<file path="config.mk">
export PLATFORM = sky130hd
export DESIGN_NAME = spike_rejecting_burst_averager
export DESIGN_NICKNAME = d
export VERILOG_FILES = /design/src/hw/rtl/sbavg_pkg.sv /design/src/hw/rtl/sbavg_ram.sv /design/src/hw/rtl/sbavg_div.sv /design/src/hw/rtl/spike_rejecting_burst_averager.sv
export SDC_FILE = /design/constraint.sdc
export NUM_CORES = 1
export LEC_CHECK = 0
export BUFFER_PORTS_ARGS = -buffer_cell sky130_fd_sc_hd__buf_2
export CAP_MARGIN = 20
export CORE_ASPECT_RATIO = 1.5
export CORE_MARGIN = 4
export CORE_UTILIZATION = 51
export CTS_CLUSTER_DIAMETER = 40
export DETAILED_ROUTE_END_ITERATION = 10
export GPL_TIMING_DRIVEN = 1
export PLACE_DENSITY = 0.76
export SYNTH_ARGS = -nofsm -noshare
export SYNTH_HDL_FRONTEND = slang
export SYNTH_SLANG_ARGS = --single-unit
</file>
<file path="constraint.sdc">
create_clock -name clk -period 5.85 [get_ports clk]
set_input_delay 0.2925 -clock clk [delete_from_list [all_inputs] [get_ports clk]]
set_output_delay 0.2925 -clock clk [all_outputs]
set_load 0.005 [all_outputs]
</file>
<file path="src/hw/rtl/sbavg_pkg.sv">
// shared types and constants of the spike rejecting burst averager
// no dependencies
package sbavg_pkg;

  localparam int CFG_W     = 12;
  localparam int REG_IDX_W = 2;
  localparam int STEP_W    = 12;
  localparam int RETRY_W   = 8;
  localparam int SCALE_W   = 12;
  localparam int PCT_W     = 7;

  localparam logic [REG_IDX_W-1:0] REG_MAX_STEP_DIFF = 2'd0;
  localparam logic [REG_IDX_W-1:0] REG_RETRY_LIMIT   = 2'd1;
  localparam logic [REG_IDX_W-1:0] REG_FULL_SCALE    = 2'd2;

  localparam logic [STEP_W-1:0]  MAX_STEP_DIFF_RST = 12'd200;
  localparam logic [RETRY_W-1:0] RETRY_LIMIT_RST   = 8'd3;
  localparam logic [SCALE_W-1:0] FULL_SCALE_RST    = 12'd4095;

  localparam logic [PCT_W-1:0] PCT_SCALE = 7'd100;
  localparam logic [PCT_W-1:0] PCT_MAX   = 7'd100;

  typedef struct packed {
    logic busy;
    logic done;
  } div_status_t;

endpackage

</file>
<file path="src/hw/rtl/sbavg_ram.sv">
// generic single write port ram with registered read
// no dependencies
module sbavg_ram #(
  parameter int WIDTH = 12,
  parameter int DEPTH = 8
) (
  input  logic                                    clk,
  input  logic                                    we,
  input  logic [(DEPTH > 1 ? $clog2(DEPTH) : 1)-1:0] waddr,
  input  logic [WIDTH-1:0]                        wdata,
  input  logic [(DEPTH > 1 ? $clog2(DEPTH) : 1)-1:0] raddr,
  output logic [WIDTH-1:0]                        rdata
);

  logic [WIDTH-1:0] mem [DEPTH];

  always_ff @(posedge clk) begin
    if (we) begin
      mem[waddr] <= wdata;
    end
    rdata <= mem[raddr];
  end

endmodule

</file>
<file path="src/hw/rtl/sbavg_div.sv">
// serial restoring divider, one quotient bit per cycle
// depends on sbavg_pkg for the status struct
module sbavg_div #(
  parameter int DIVIDEND_W = 19,
  parameter int DIVISOR_W  = 12
) (
  input  logic                    clk,
  input  logic                    rst,
  input  logic                    start,
  input  logic [DIVIDEND_W-1:0]   dividend,
  input  logic [DIVISOR_W-1:0]    divisor,
  output logic [DIVIDEND_W-1:0]   quotient,
  output sbavg_pkg::div_status_t  status
);

  localparam int CNT_W = $clog2(DIVIDEND_W + 1);

  logic [CNT_W-1:0]     count;
  logic [DIVISOR_W-1:0] rem;
  logic [DIVISOR_W-1:0] dvs;
  logic [DIVISOR_W:0]   trial;
  logic [DIVISOR_W:0]   diff;
  logic                 ge;

  assign trial = {rem, quotient[DIVIDEND_W-1]};
  assign diff  = trial - {1'b0, dvs};
  assign ge    = trial >= {1'b0, dvs};

  always_ff @(posedge clk) begin
    if (rst) begin
      status <= '0;
      count  <= '0;
    end else begin
      status.done <= !start && status.busy && count == CNT_W'(1);
      if (start) begin
        status.busy <= 1'b1;
        count       <= CNT_W'(DIVIDEND_W);
      end else if (status.busy) begin
        count <= count - 1'b1;
        if (count == CNT_W'(1)) begin
          status.busy <= 1'b0;
        end
      end
    end
  end

  always_ff @(posedge clk) begin
    if (start) begin
      quotient <= dividend;
      rem      <= '0;
      dvs      <= divisor;
    end else if (status.busy) begin
      quotient <= {quotient[DIVIDEND_W-2:0], ge};
      rem      <= ge ? diff[DIVISOR_W-1:0] : trial[DIVISOR_W-1:0];
    end
  end

endmodule

</file>
<file path="src/hw/rtl/spike_rejecting_burst_averager.sv">
// top level of the spike rejecting burst averager
// depends on sbavg_pkg, sbavg_div and sbavg_ram
//
//   channel  | handshake              | payload
//   ---------+------------------------+----------------------------------------
//   cfg      | cfg_write              | cfg_index, cfg_data
//   in       | in_valid / in_ready    | raw_reading
//   out      | out_valid / out_ready  | burst_mean, window_mean, light_percent
//
// a reading that does not end a burst leaves in_ready high
// a reading that ends a burst holds in_ready low through BDIV, PUSH, WSTART,
// WDIV, PSTART, PDIV and OUT; the serial percent divider (one quotient bit a
// cycle) runs in PDIV; the burst and window means take one reciprocal multiply each
// synchronous reset returns the window to empty; no clearing pass is needed
// a full output register holds the block at the end of the next burst only
module spike_rejecting_burst_averager #(
  parameter int BURST_LENGTH = 8,
  parameter int WINDOW_DEPTH = 8,
  parameter int SAMPLE_BITS  = 12
) (
  input  logic                            clk,
  input  logic                            rst,
  input  logic                            cfg_write,
  input  logic [sbavg_pkg::REG_IDX_W-1:0] cfg_index,
  input  logic [sbavg_pkg::CFG_W-1:0]     cfg_data,
  input  logic                            in_valid,
  output logic                            in_ready,
  input  logic [SAMPLE_BITS-1:0]          raw_reading,
  output logic                            out_valid,
  input  logic                            out_ready,
  output logic [SAMPLE_BITS-1:0]          burst_mean,
  output logic [SAMPLE_BITS-1:0]          window_mean,
  output logic [sbavg_pkg::PCT_W-1:0]     light_percent
);

  localparam int POS_W  = BURST_LENGTH > 1 ? $clog2(BURST_LENGTH) : 1;
  localparam int SUM_W  = SAMPLE_BITS + $clog2(BURST_LENGTH);
  localparam int PTR_W  = WINDOW_DEPTH > 1 ? $clog2(WINDOW_DEPTH) : 1;
  localparam int FILL_W = $clog2(WINDOW_DEPTH + 1);
  localparam int WS_W   = SAMPLE_BITS + $clog2(WINDOW_DEPTH);
  localparam int DIV_W  = SAMPLE_BITS + sbavg_pkg::PCT_W;
  localparam int BSH    = SUM_W + $clog2(BURST_LENGTH);
  localparam int WSH    = WS_W + $clog2(WINDOW_DEPTH);
  localparam int CMP_W  = SAMPLE_BITS > sbavg_pkg::STEP_W ? SAMPLE_BITS :
                          sbavg_pkg::STEP_W;

  // rounded-up reciprocals, exact for every sum that fits the sum width
  localparam logic [SUM_W:0] BURST_RECIP =
    (SUM_W + 1)'(((64'd1 << BSH) + 64'(BURST_LENGTH - 1)) / 64'(BURST_LENGTH));
  localparam logic [WS_W:0] WINDOW_RECIP =
    (WS_W + 1)'(((64'd1 << WSH) + 64'(WINDOW_DEPTH - 1)) / 64'(WINDOW_DEPTH));

  localparam logic [2:0] ST_IDLE   = 3'd0;
  localparam logic [2:0] ST_BDIV   = 3'd1;
  localparam logic [2:0] ST_PUSH   = 3'd2;
  localparam logic [2:0] ST_WSTART = 3'd3;
  localparam logic [2:0] ST_WDIV   = 3'd4;
  localparam logic [2:0] ST_PSTART = 3'd5;
  localparam logic [2:0] ST_PDIV   = 3'd6;
  localparam logic [2:0] ST_OUT    = 3'd7;

  logic [2:0] state;

  logic [sbavg_pkg::STEP_W-1:0]  max_step_diff;
  logic [sbavg_pkg::RETRY_W-1:0] retry_limit;
  logic [sbavg_pkg::SCALE_W-1:0] full_scale;

  logic [SAMPLE_BITS-1:0]        last_accepted;
  logic [sbavg_pkg::RETRY_W-1:0] retries_left;
  logic [POS_W-1:0]              burst_position;
  logic [SUM_W-1:0]              burst_sum;
  logic [PTR_W-1:0]              head;
  logic [FILL_W-1:0]             fill_count;
  logic [WS_W-1:0]               filled_sum;
  logic [WS_W-1:0]               wtotal;
  logic [SAMPLE_BITS-1:0]        mean;
  logic [SAMPLE_BITS-1:0]        wmean;
  logic [sbavg_pkg::PCT_W-1:0]   pct;

  logic                   take;
  logic [SAMPLE_BITS-1:0] jump;
  logic                   reject;
  logic                   last_of_burst;
  logic [SUM_W-1:0]       sum_total;
  logic                   full;
  logic [WS_W:0]          push_sum;
  logic [FILL_W-1:0]      empty_slots;
  logic [WS_W-1:0]        window_total;
  logic [2*SUM_W:0]       burst_prod;
  logic [2*WS_W:0]        window_prod;
  logic [DIV_W-1:0]       scaled;
  logic [SAMPLE_BITS-1:0] evicted;
  logic                   load_out;

  logic                   div_start;
  logic [DIV_W-1:0]       div_quotient;
  sbavg_pkg::div_status_t div_status;

  assign in_ready      = state == ST_IDLE;
  assign take          = in_valid && in_ready;
  assign jump          = raw_reading >= last_accepted ? raw_reading - last_accepted :
                         last_accepted - raw_reading;
  assign reject        = burst_position != '0 &&
                         CMP_W'(jump) >= CMP_W'(max_step_diff) && retries_left != '0;
  assign last_of_burst = burst_position == POS_W'(BURST_LENGTH - 1);
  assign sum_total     = burst_sum + SUM_W'(raw_reading);
  assign full          = fill_count == FILL_W'(WINDOW_DEPTH);
  assign push_sum      = ({1'b0, filled_sum} + (WS_W + 1)'(mean)) -
                         (full ? (WS_W + 1)'(evicted) : '0);
  assign empty_slots   = FILL_W'(WINDOW_DEPTH) - fill_count;
  assign window_total  = filled_sum + WS_W'(empty_slots) * WS_W'(mean);
  assign burst_prod    = (2 * SUM_W + 1)'(burst_sum) * (2 * SUM_W + 1)'(BURST_RECIP);
  assign window_prod   = (2 * WS_W + 1)'(wtotal) * (2 * WS_W + 1)'(WINDOW_RECIP);
  assign scaled        = DIV_W'(wmean) * DIV_W'(sbavg_pkg::PCT_SCALE);
  assign load_out      = state == ST_OUT && (!out_valid || out_ready);
  assign div_start     = state == ST_PSTART;

  always_ff @(posedge clk) begin
    if (rst) begin
      max_step_diff <= sbavg_pkg::MAX_STEP_DIFF_RST;
      retry_limit   <= sbavg_pkg::RETRY_LIMIT_RST;
      full_scale    <= sbavg_pkg::FULL_SCALE_RST;
    end else if (cfg_write) begin
      case (cfg_index)
        sbavg_pkg::REG_MAX_STEP_DIFF: max_step_diff <= cfg_data[sbavg_pkg::STEP_W-1:0];
        sbavg_pkg::REG_RETRY_LIMIT:   retry_limit   <= cfg_data[sbavg_pkg::RETRY_W-1:0];
        sbavg_pkg::REG_FULL_SCALE:    full_scale    <= cfg_data[sbavg_pkg::SCALE_W-1:0];
        default: ;
      endcase
    end
  end

  always_ff @(posedge clk) begin
    if (rst) begin
      state          <= ST_IDLE;
      last_accepted  <= '0;
      retries_left   <= sbavg_pkg::RETRY_LIMIT_RST;
      burst_position <= '0;
      burst_sum      <= '0;
      head           <= '0;
      fill_count     <= '0;
      filled_sum     <= '0;
      out_valid      <= 1'b0;
    end else begin
      if (load_out) begin
        out_valid <= 1'b1;
      end else if (out_valid && out_ready) begin
        out_valid <= 1'b0;
      end
      case (state)
        ST_IDLE: begin
          if (take) begin
            if (reject) begin
              retries_left <= retries_left - 1'b1;
            end else begin
              last_accepted <= raw_reading;
              retries_left  <= retry_limit;
              burst_sum     <= sum_total;
              if (last_of_burst) begin
                burst_position <= '0;
                state          <= ST_BDIV;
              end else begin
                burst_position <= burst_position + 1'b1;
              end
            end
          end
        end
        ST_BDIV: begin
          burst_sum <= '0;
          state     <= ST_PUSH;
        end
        ST_PUSH: begin
          filled_sum <= push_sum[WS_W-1:0];
          if (!full) begin
            fill_count <= fill_count + 1'b1;
          end
          head  <= head == PTR_W'(WINDOW_DEPTH - 1) ? '0 : head + 1'b1;
          state <= ST_WSTART;
        end
        ST_WSTART: state <= ST_WDIV;
        ST_WDIV: state <= ST_PSTART;
        ST_PSTART: state <= ST_PDIV;
        ST_PDIV: begin
          if (div_status.done) begin
            state <= ST_OUT;
          end
        end
        ST_OUT: begin
          if (load_out) begin
            state <= ST_IDLE;
          end
        end
        default: state <= ST_IDLE;
      endcase
    end
  end

  always_ff @(posedge clk) begin
    if (state == ST_BDIV) begin
      mean <= burst_prod[BSH +: SAMPLE_BITS];
    end
    if (state == ST_WSTART) begin
      wtotal <= window_total;
    end
    if (state == ST_WDIV) begin
      wmean <= window_prod[WSH +: SAMPLE_BITS];
    end
    if (state == ST_PDIV && div_status.done) begin
      pct <= div_quotient > DIV_W'(sbavg_pkg::PCT_MAX) ? sbavg_pkg::PCT_MAX :
             div_quotient[sbavg_pkg::PCT_W-1:0];
    end
    if (load_out) begin
      burst_mean    <= mean;
      window_mean   <= wmean;
      light_percent <= pct;
    end
  end

  sbavg_div #(
    .DIVIDEND_W (DIV_W),
    .DIVISOR_W  (sbavg_pkg::SCALE_W)
  ) u_div (
    .clk      (clk),
    .rst      (rst),
    .start    (div_start),
    .dividend (scaled),
    .divisor  (full_scale),
    .quotient (div_quotient),
    .status   (div_status)
  );

  sbavg_ram #(
    .WIDTH (SAMPLE_BITS),
    .DEPTH (WINDOW_DEPTH)
  ) u_window (
    .clk   (clk),
    .we    (state == ST_PUSH),
    .waddr (head),
    .wdata (mean),
    .raddr (head),
    .rdata (evicted)
  );

endmodule

</file>
==> reports/qor.txt <==
Final period util = 85.4%
worst slew pin tran = 1.07 ns
Vias/cell = 5.56
worst skew pair latency = 0.55 ns
Max FO, Critical Path = 12
area growth from synthesis to layout = 11.8%
Pwr Density = 276 mW/mm²
average size of a mapped cell = 10.4 µm²
Synth cell types = 79
min Tclk post-route = 5.00 ns
slack of the critical path = 0.855 ns
Lkg Pwr = 8.40 nW
FMAX = 200 MHz
Final Power = 0.00563 W
Synth Register Bits = 328
top cell type's share of synthesized area = 32.7%
Synth area leaders = edfxtp_1 (33%), dfxtp_1 (14%), ha_1 (9.9%), fa_1 (5.9%), nand2_1 (4.1%)
share of cells above drive strength 1 = 10.1%
Max-slew headroom = 28.6%
First-pass DRT Iterations = 5
TritonCTS clock tree = done
Post-synth EDFFs = 199
Logic pwr share = 13.7%
worst min-delay path category = in2reg
average wire per standard cell = 16.7 µm
Synth warnings = 0
post-CTS setup buffer count = 0
Clock transition at path regs = 0.07 ns
Cell Rows = 84
Crit. End Element = flip-flop
pre-CTS WS = 0.895 ns
WL final = 38700 µm
worst-path cell chain = inv_2 -> ha_1 -> xnor2_1 -> buf_4 -> nand2_1 -> fa_1 -> fa_1 -> fa_1 -> inv_1 -> ha_1 -> a21o_1 -> a21oi_1 -> nand2_1 -> o311a_1 -> a211o_1 -> a21oi_1 -> xnor2_1
Core Area = 0.0352 mm²
clk root buf = clkbuf_16
Clk pwr share = 41.0%
gr usage total = 19.9%
Setup Crit Path Kind = reg2reg
final setup violating endpoints = 0
routability cong. = 0.868
sequential power share = 45.3%
largest net degree at the start of global routing = 78
vias in the first global route = 13200
Starting Density = 51.9%
Vias = 12900
Remaining Overflow, GRT = 0
PortBufs = 63
sw frac = 26.1%
clk sinks = 328
Arrival @ worst endpoint = 5.28 ns
Max Cap Violations = 0
Post-Syn Area = 0.0183 mm²
P_int = 0.00416 W
first-pass GRT wire length = 63400 µm
chip height = 240 µm
post-synthesis sequential area ratio = 46.9%
cells after synthesis = 1752
commonest non-fill, non-tap cells in the layout = nand2_1 (199), edfxtp_1 (199), inv_1 (189)
final hold viol count = 0
RSZ-0062 raised after global routing = false
Slowest-stage cell, CP = fa_1
Post-DP HPWL = 27900 µm
TNS Setup = 0 ns
clock skew = 0.0306 ns
sw power = 0.00147 W
total CTS buffers = 37
max incr delay on CP = 0.52 ns
DRT antenna net count = 0
DRT iter0 DRCs = 858
outcome = finished, final reports clean
CP Launch Type = flip-flop
clock buffer depth = 3
post-synth top area cell = edfxtp_1
die area = 0.0389 mm²
chip width = 162 µm
depth of the CTS H-tree = 2
Synthesized Nets = 1981
asr flop ratio synth = 0%
fin nets = 2046
max-slew violation count = 0
Crit path required time = 6.13 ns
Most common cell on crit path = fa_1
top_reg_cell synth = edfxtp_1
I/O pin count = 64
drt drc = 0
peak supply drop = 0.205 mV
initial antenna violation count = 2
## routing by layer
layer,wire (µm),global-route usage (%)
met1,15100,22.0
met2,20700,37.7
met3,1390,2.79
met4,1480,8.72
met5,8,0
## power groups by stage
stage	registers (W)	logic (W)	clock network, W
global placement	0.00260	0.000733	0
finish	0.00255	0.000772	0.00231
global route	0.00256	0.000880	0.00245
CTS	0.00255	0.000771	0.00235
detailed placement	0.00260	0.000762	0
floorplan	0.00258	0.000614	0
## stage by stage
step / instances / util [%] / instance area (µm²) / hold slack (ns)
floorplan: 1752 / - / 18300 / 0.400
global placement: 2241 / 54.1 / 19100 / 0.401
detailed placement: 2241 / 54.1 / 19100 / 0.405
CTS: 2318 / 57.9 / 20400 / 0.00368
global route: 2320 / 58.0 / 20400 / 0.0164
finish: 2320 / 58.0 / 20400 / 0.0189
## worst paths after layout
kind                                                  from                    endpoint  slack, ns  cells past startpoint
worst min-delay path                           cfg_data[2]  full_scale[2]$_SDFFE_PP1P_       0.02                      3
worst min register to register         wtotal[8]$_DFFE_PN_          wmean[5]$_DFFE_PP_       0.42                      0
worst max register to register  fill_count[0]$_SDFFE_PP0P_        wtotal[13]$_DFFE_PN_       0.85                     17
worst max-delay path            fill_count[0]$_SDFFE_PP0P_        wtotal[13]$_DFFE_PN_       0.85                     17
## sequential cells by signal, indices dropped and copies added (netlist names), 8 cells and up
name	cells
burst_mean	12
u_div.rem	12
window_mean	12
filled_sum	15
wmean	12
burst_sum	15
last_accepted	12
u_div.quotient	19
retry_limit	8
wtotal	12
max_step_diff	12
mean	12
u_div.dvs	12
u_window.rdata	12
full_scale	12
u_window.mem	96
retries_left	8
## final cells by class
class | count | area, µm²
antenna | 1 | 2.50
clock buffer | 44 | 952
clock inverter | 24 | 285
fill | 2859 | 14800
inverter | 190 | 713
multi-input combinational | 1167 | 8730
sequential | 328 | 8560
tap | 473 | 592
timing repair buffer | 93 | 576
## Yosys cell counts, types with 5 or more instances
master,instances
a2111oi_0,5
a211o_1,6
a211oi_1,7
a21o_1,22
a21oi_1,109
a221oi_1,14
a22o_1,5
a22oi_1,7
a31oi_1,13
and2_1,43
and3_1,9
buf_1,9
buf_2,9
clkbuf_1,48
dfxtp_1,129
edfxtp_1,199
fa_1,54
ha_1,144
inv_1,189
mux2_1,5
mux2_2,8
mux2i_1,34
mux4_2,8
nand2_1,199
nand2b_1,10
nand3_1,52
nand3b_1,6
nand4_1,8
nor2_1,98
nor2b_1,16
nor3_1,31
nor4_1,11
o211ai_1,8
o21a_1,16
o21ai_0,48
o21ai_1,16
o21bai_1,5
o31a_1,5
o31ai_1,9
or2_2,7
or3_1,8
xnor2_1,34
xor2_1,28
## cells by family after synthesis
group,Yosys count,share of synthesized area (%)
XOR/XNOR,62,2.97
AO/OA/AOI/OAI,336,12.0
multiplexers,55,3.65
buffers and inverters,257,5.37
adder cells (fa/ha/maj),198,15.8
flip-flops,328,46.9
AND/OR/NAND/NOR,516,13.3
## repair_timing
action                                 in CTS  in global routing
hold buffers                                9                  0
endpoints found under the hold margin      11                  0
gates resized for setup                     0                  0
## worst max-delay path: cells and delay by family, from the launching register on
kind,cells,cell delay (ns)
compound gates,5,1.26
simple gates,2,0.24
fa+ha+maj,5,2.13
flops,1,0.49
buf+inv,3,0.40
xor+xnor,2,0.22
(Power assumes the default switching activity.)
